File: config.mk
export PLATFORM = sky130hd
export DESIGN_NAME = weight_quantizer_rgba8
export DESIGN_NICKNAME = d
export VERILOG_FILES = /design/src/hdl/wq_rgba8_pkg.sv /design/src/hdl/wq_rgba8_lane.sv /design/src/hdl/wq_rgba8_merge.sv /design/src/hdl/weight_quantizer_rgba8.sv
export VERILOG_INCLUDE_DIRS = /design/src /design/src/hdl
export SDC_FILE = /design/constraint.sdc
export NUM_CORES = 1
export LEC_CHECK = 0
export ABC_AREA = 1
export ABC_CLOCK_PERIOD_IN_PS = 6700
export BUFFER_PORTS_ARGS = -buffer_cell sky130_fd_sc_hd__buf_2
export CORE_UTILIZATION = 55
export DETAILED_ROUTE_END_ITERATION = 6
export GPL_TIMING_DRIVEN = 0
export PLACE_DENSITY = 0.86
export SYNTH_ARGS = -nofsm -noshare
export SYNTH_HDL_FRONTEND = slang
export SYNTH_SLANG_ARGS = --single-unit
File: constraint.sdc
create_clock -name clk -period 6.7 [get_ports clk]
set_input_delay 1.34 -clock clk [delete_from_list [all_inputs] [get_ports clk]]
set_output_delay 1.34 -clock clk [all_outputs]
set_load 0.03 [all_outputs]
File: src/hdl/weight_quantizer_rgba8_macros.svh
// assertion macros for the weight quantizer
`ifndef WEIGHT_QUANTIZER_RGBA8_MACROS_SVH
`define WEIGHT_QUANTIZER_RGBA8_MACROS_SVH
`ifndef SYNTHESIS
`define WQ_ASSERT_SAME(label, clk, rst, ante, cons) \
  label: assert property (@(posedge clk) disable iff (rst) (ante) |-> (cons)) \
    else $error("assertion failed");
`define WQ_ASSERT_NEXT(label, clk, rst, ante, cons) \
  label: assert property (@(posedge clk) disable iff (rst) (ante) |=> (cons)) \
    else $error("assertion failed");
`else
`define WQ_ASSERT_SAME(label, clk, rst, ante, cons)
`define WQ_ASSERT_NEXT(label, clk, rst, ante, cons)
`endif
`endif

File: src/hdl/wq_rgba8_pkg.sv
// shared types and constants for the weight quantizer
package wq_rgba8_pkg;

  localparam int NumCh = 4;
  localparam int WeightW = 18;
  localparam logic [16:0] OneQ16 = 17'd65536;
  localparam logic [9:0] FullScale = 10'd255;
  localparam logic [9:0] MinTotal = 10'd252;

  localparam logic [1:0] StOk = 2'd0;
  localparam logic [1:0] StRange = 2'd1;
  localparam logic [1:0] StSum = 2'd2;

  typedef struct packed {
    logic        bad;
    logic [7:0]  q;
    logic [15:0] rem;
  } lane_t;

endpackage

File: src/hdl/wq_rgba8_lane.sv
// one channel lane: range check, scale by 255, split into floor and remainder
module wq_rgba8_lane (
  input  logic                              clk,
  input  logic                              en,
  input  logic [wq_rgba8_pkg::WeightW-1:0]  weight,
  output wq_rgba8_pkg::lane_t               lane
);

  logic        bad;
  logic [24:0] scaled;

  assign bad = weight[17] | (weight[16:0] > wq_rgba8_pkg::OneQ16);
  assign scaled = {weight[16:0], 8'd0} - {8'd0, weight[16:0]};

  always_ff @(posedge clk) begin
    if (en) begin
      lane.bad <= bad;
      lane.q   <= scaled[23:16];
      lane.rem <= scaled[15:0];
    end
  end

endmodule

File: src/hdl/wq_rgba8_merge.sv
// merge stage: sum check, remainder ranking and final bytes
`include "weight_quantizer_rgba8_macros.svh"
module wq_rgba8_merge (
  input  logic                clk,
  input  logic                rst,
  input  logic                in_valid,
  input  logic                in_last,
  input  wq_rgba8_pkg::lane_t lanes [wq_rgba8_pkg::NumCh],
  output logic                done,
  output logic [7:0]          bytes [wq_rgba8_pkg::NumCh],
  output logic [1:0]          status,
  output logic                end_of_batch
);

  logic [9:0] total;
  logic       any_bad;
  logic       sum_ok;
  logic [1:0] missing;
  logic [7:0] bytes_next [wq_rgba8_pkg::NumCh];
  logic [1:0] status_next;

  always_comb begin
    total = '0;
    any_bad = 1'b0;
    for (int i = 0; i < wq_rgba8_pkg::NumCh; i++) begin
      total = total + {2'd0, lanes[i].q};
      any_bad = any_bad | lanes[i].bad;
    end
  end

  assign sum_ok = (total >= wq_rgba8_pkg::MinTotal) && (total <= wq_rgba8_pkg::FullScale);
  assign missing = 2'(wq_rgba8_pkg::FullScale[7:0] - total[7:0]);

  always_comb begin
    logic [2:0] rank;
    for (int i = 0; i < wq_rgba8_pkg::NumCh; i++) begin
      rank = '0;
      for (int j = 0; j < wq_rgba8_pkg::NumCh; j++) begin
        if ((lanes[j].rem > lanes[i].rem) || ((j < i) && (lanes[j].rem == lanes[i].rem)))
          rank = rank + 3'd1;
      end
      if (any_bad || !sum_ok)
        bytes_next[i] = '0;
      else if (rank < {1'b0, missing})
        bytes_next[i] = lanes[i].q + 8'd1;
      else
        bytes_next[i] = lanes[i].q;
    end
    if (any_bad)
      status_next = wq_rgba8_pkg::StRange;
    else if (!sum_ok)
      status_next = wq_rgba8_pkg::StSum;
    else
      status_next = wq_rgba8_pkg::StOk;
  end

  always_ff @(posedge clk) begin
    if (rst) begin
      done <= 1'b0;
    end else begin
      done <= in_valid;
    end
  end

  always_ff @(posedge clk) begin
    if (in_valid) begin
      bytes        <= bytes_next;
      status       <= status_next;
      end_of_batch <= in_last;
    end
  end

  `WQ_ASSERT_NEXT(a_done_follows, clk, rst, in_valid, done)
  `WQ_ASSERT_SAME(a_err_zero, clk, rst, done && (status != wq_rgba8_pkg::StOk),
    (bytes[0] == 8'd0) && (bytes[1] == 8'd0) && (bytes[2] == 8'd0) && (bytes[3] == 8'd0))
  `WQ_ASSERT_SAME(a_ok_sum, clk, rst, done && (status == wq_rgba8_pkg::StOk),
    ({2'd0, bytes[0]} + {2'd0, bytes[1]} + {2'd0, bytes[2]} + {2'd0, bytes[3]})
      == wq_rgba8_pkg::FullScale)
  `WQ_ASSERT_SAME(a_status_code, clk, rst, done,
    (status == wq_rgba8_pkg::StOk) || (status == wq_rgba8_pkg::StRange)
      || (status == wq_rgba8_pkg::StSum))

endmodule

File: src/hdl/weight_quantizer_rgba8.sv
// top level of the rgba8 weight quantizer
// Takes one texel per clock: busy is always low and a start pulse is a transfer. Four
// channel lanes check and scale the weights in the first register stage, and the merge
// stage ranks the remainders and forms the bytes in the second, so the result appears
// on byte_0..byte_3, status and end_of_batch with done high once the merge stage has
// registered it. Results are shown for one cycle only; the receiver cannot stall them.
module weight_quantizer_rgba8 (
  input  logic        clk,
  input  logic        rst,
  input  logic        start,
  output logic        busy,
  input  logic [17:0] weight_0,
  input  logic [17:0] weight_1,
  input  logic [17:0] weight_2,
  input  logic [17:0] weight_3,
  input  logic        last_texel,
  output logic        done,
  output logic [7:0]  byte_0,
  output logic [7:0]  byte_1,
  output logic [7:0]  byte_2,
  output logic [7:0]  byte_3,
  output logic [1:0]  status,
  output logic        end_of_batch
);

  logic                                      accept;
  logic                                      stage_valid;
  logic                                      stage_last;
  logic [wq_rgba8_pkg::WeightW-1:0]          weights [wq_rgba8_pkg::NumCh];
  wq_rgba8_pkg::lane_t                       lanes [wq_rgba8_pkg::NumCh];
  logic [7:0]                                bytes [wq_rgba8_pkg::NumCh];

  assign busy   = 1'b0;
  assign accept = start && !busy;

  assign weights[0] = weight_0;
  assign weights[1] = weight_1;
  assign weights[2] = weight_2;
  assign weights[3] = weight_3;

  always_ff @(posedge clk) begin
    if (rst) begin
      stage_valid <= 1'b0;
    end else begin
      stage_valid <= accept;
    end
  end

  always_ff @(posedge clk) begin
    if (accept) begin
      stage_last <= last_texel;
    end
  end

  for (genvar g = 0; g < wq_rgba8_pkg::NumCh; g++) begin : g_lane
    wq_rgba8_lane u_lane (
      .clk    (clk),
      .en     (accept),
      .weight (weights[g]),
      .lane   (lanes[g])
    );
  end

  wq_rgba8_merge u_merge (
    .clk          (clk),
    .rst          (rst),
    .in_valid     (stage_valid),
    .in_last      (stage_last),
    .lanes        (lanes),
    .done         (done),
    .bytes        (bytes),
    .status       (status),
    .end_of_batch (end_of_batch)
  );

  assign byte_0 = bytes[0];
  assign byte_1 = bytes[1];
  assign byte_2 = bytes[2];
  assign byte_3 = bytes[3];

endmodule
==> impl_metrics.yaml <==
status:
  status: "complete, no violations"
power:
  seqPwrFrac: 0.305
  power.total_mw: 3.72
  power_switching_mw: 1.48
  leakage_nw: 6.57
  p_per_area_nw_per_um2: 277
  intPower_mw: 2.24
  swShare: 0.397
  vdd_drop_max_v: 0.000183
  p_comb_frac: 0.430
  clkPwrFrac: 0.265
logic_synthesis:
  ys_seq_area_frac: 0.348
  synth_edf_count: 136
  synth.distinct_cells: 50
  syn_avg_cell_area_um2: 8.29
  ys_seq_elements: 138
  netlist_instances: 1432
  yosys_warnings: 0
  synth_top_cell_by_area: "edfxtp_1"
  synth-async-reset-ratio: 0
  synthFlopType: "edfxtp_1"
  synth_nets: 1686
  yosys.area.top_type_share: 0.344
  netlist_area_um2: 11900
  synth.top_cells.by_area: "edfxtp_1, ha_1, inv_1"
cts:
  holdBufCountCts: 0
  cts_buffers: 17
  cts_tree: "yes"
  cts-root-buf: "clkbuf_16"
  cts_max_level: 4
  clk_pin_slew_worst_paths_ns: 0.06
  insertion_delay_ns: 0.43
  cts_setup_buffers: 0
  clock_sinks: 138
  cts-resized-gates: 0
  cts_buffer_depth: 2
routing:
  vias: 10300
  post_drt_via_cell_ratio: 5.55
  wire_per_inst_um: 16.0
  first_pass_iters: 6
  routed_wl_um: 29600
  drcViolationCount: 0
  drtIter0Drc: 780
  ant_nets: 0
worst_setup_path:
  critPathBufInv: 3
  crit_required_ns: 6.97
  r2r-start: "g_lane[1].u_lane.lane[16]$_DFFE_PP_"
  cp_max_fo: 10
  ff2ff_path_depth: 17
  setup.worst_path.end_class: "flip-flop"
  critical-path-max-stage-delay_ns: 0.50
  ff2ff_setup_slack_ns: 2.38
  crit_chain: "ha_1 -> inv_1 -> fa_1 -> o21ai_0 -> a21oi_1 -> o21ai_0 -> xnor2_1 -> fa_1 -> inv_1 -> ha_1 -> a22o_1 -> nor4_1 -> nand3_1 -> nor2_4 -> buf_6 -> nand2_1 -> nor2_1"
  cp_slowest_cell: "fa_1"
  r2r_end: "u_merge.bytes[9]$_SDFFCE_PP0P_"
  cp_num_cells: 17
  critPathLaunchType: "flip-flop"
  cp.arrival_ns: 4.59
  crit_type: "reg2reg"
  path_delay_family: "adder cells"
floorplan:
  die_y_um: 149
  floorplan.rows: 53
  initial_core_util: 0.563
  die_area_um2: 22200
  core_area_um2: 21100
  chipWidth_um: 149
  num_io_pins: 113
worst_hold_path:
  min_to: "u_merge.end_of_batch$_DFFE_PP_"
  hold_path_class: "reg2reg"
  hp-start: "stage_last$_DFFE_PP_"
  worstHoldPathCells: 0
global_route:
  grt_pass1_wl_um: 47700
  grt_antenna_before_repair: 0
  track_usage: 0.279
  grt_pass1_vias: 9906
  grt_max_degree: 53
  grt-ovfl-total: 0
finish:
  post-route-cell-area_um2: 13400
  final_layout_size_suffix_gt1_frac: 0.125
  final_cells: 1851
  num-fill-cells: 1762
  nets: 1817
  area_delta_synth_final_pct: 13.1
  final_util: 0.636
  diodes: 0
placement:
  routabilityCongestion: 0.926
  place_area_um2: 12800
  io_buffer_count: 111
  place_hpwl_um: 24000
  dpl.cell_count: 1819
sta:
  fin_crit_ns: 4.32
  worstMarginPinSlew_ns: 0.750
  slew_headroom: 0.500
  worst_clock_skew_ns: 0.00797
  fin_crit_sh: 0.645
  rsz0062_at_grt: "no"
  drv_slew: 0
  tns_ns: 0
  hold_violations: 0
  finalSetupViolations: 0
  max_freq_ghz: 0.231
flow_run:
  maxCapViolCount: 0
==> cells in the final DEF (no fill, tap or decap), types with 7 or more instances in the layout <==
| cell | n |
|---|---|
| nand3_1 | 72 |
| nand4_1 | 30 |
| nor3_1 | 30 |
| xnor2_1 | 17 |
| o21ai_0 | 35 |
| nand2_1 | 254 |
| a21oi_1 | 98 |
| fa_1 | 10 |
| buf_2 | 110 |
| ha_1 | 168 |
| nor2_2 | 7 |
| inv_1 | 265 |
| nor2_1 | 133 |
| xor2_1 | 71 |
| a31oi_1 | 7 |
| nand2_2 | 13 |
| edfxtp_1 | 136 |
| nor4_1 | 9 |
| clkbuf_16 | 17 |
==> power groups by stage <==
stage	Clock, mW	Sequential, mW	Combinational, mW
CTS	0.996	1.13	1.58
detailed placement	0	1.15	1.56
finish	0.985	1.13	1.60
global placement	0	1.15	1.48
floorplan	0	1.14	1.15
global route	1.04	1.14	1.80
==> worst reg2reg max path, stage by stage, from the launching register on <==
cell and delay (ns):
edfxtp_1 0.48, ha_1 0.22, inv_1 0.06, fa_1 0.39
o21ai_0 0.30, a21oi_1 0.11, o21ai_0 0.28, xnor2_1 0.14
fa_1 0.50, inv_1 0.04, ha_1 0.30, a22o_1 0.24
nor4_1 0.30, nand3_1 0.19, nor2_4 0.20, buf_6 0.19
nand2_1 0.07, nor2_1 0.15
==> through the flow <==
| stage | worst slack [ns] | hold WS, ns |
|---|---|---|
| finish | 2.38 | 0.427 |
| global route | 2.08 | 0.432 |
| CTS | 2.41 | 0.428 |
| detailed placement | 2.45 | 0.413 |
| global placement | 2.59 | 0.403 |
| floorplan | 3.03 | 0.400 |
==> layout make-up <==
type	instances	area, µm²	share of cell area
plain buffers	6	56.3	0.00420
clock buffers	19	453	0.0338
clock inverters	13	169	0.0126
inverters	267	1000	0.0747
multi-input cells	1021	6680	0.498
flip-flops and latches	138	4130	0.307
well taps	275	344	0.0256
repair buffers	112	586	0.0436
==> registers in the layout, indices dropped and copies added, names as in the netlist <==
register              count
u_merge.bytes            32
stage_last                1
u_merge.done              1
u_merge.end_of_batch      1
g_lane.u_lane.lane      100
u_merge.status            2
stage_valid               1
==> cells by family (layout without fill, tap and decap cells) <==
family | count (synthesis) | after routing | synth area share
simple gates | 568 | 568 | 0.214
buf+inv | 273 | 417 | 0.0892
compound gates | 185 | 185 | 0.0894
fa+ha+maj | 178 | 178 | 0.194
flops | 138 | 138 | 0.348
xor+xnor | 88 | 88 | 0.0650
other cells | 1 | 1 | 0.000316
mux | 1 | 1 | 0.000949
==> synth_stat cells (all sizes together) (2+ instances only) <==
cell / count
xnor2: 17
a2111oi: 3
o21bai: 5
a31oi: 7
nand4: 33
o21ai: 40
dfxtp: 2
nor2: 141
buf: 6
nand2: 272
nor3: 32
ha: 168
xor2: 71
or2: 3
a21o: 3
o21a: 6
a211oi: 5
o211ai: 3
o31ai: 2
fa: 10
o221ai: 4
edfxtp: 136
inv: 267
nand3: 76
nor4: 9
a21oi: 101
==> how the worst max path moves through the flow <==
stage / start / end / slack [ns]
floorplan: g_lane[1].u_lane.lane[16]$_DFFE_PP_ / u_merge.bytes[25]$_SDFFCE_PP0P_ / 3.03
detailed placement: g_lane[1].u_lane.lane[16]$_DFFE_PP_ / u_merge.bytes[9]$_SDFFCE_PP0P_ / 2.45
global placement: g_lane[1].u_lane.lane[16]$_DFFE_PP_ / u_merge.bytes[9]$_SDFFCE_PP0P_ / 2.59
finish: g_lane[1].u_lane.lane[16]$_DFFE_PP_ / u_merge.bytes[9]$_SDFFCE_PP0P_ / 2.38
CTS: g_lane[1].u_lane.lane[16]$_DFFE_PP_ / u_merge.bytes[9]$_SDFFCE_PP0P_ / 2.41
global route: g_lane[1].u_lane.lane[16]$_DFFE_PP_ / u_merge.bytes[9]$_SDFFCE_PP0P_ / 2.08
==> routing by layer <==
layer,wire length [µm],share of wire,global-route usage
met2,14400,0.49,0.475
met3,1820,0.061,0.0453
met1,12400,0.42,0.348
met5,0,0,0
met4,1040,0.035,0.119
(Power assumes the default switching activity.)
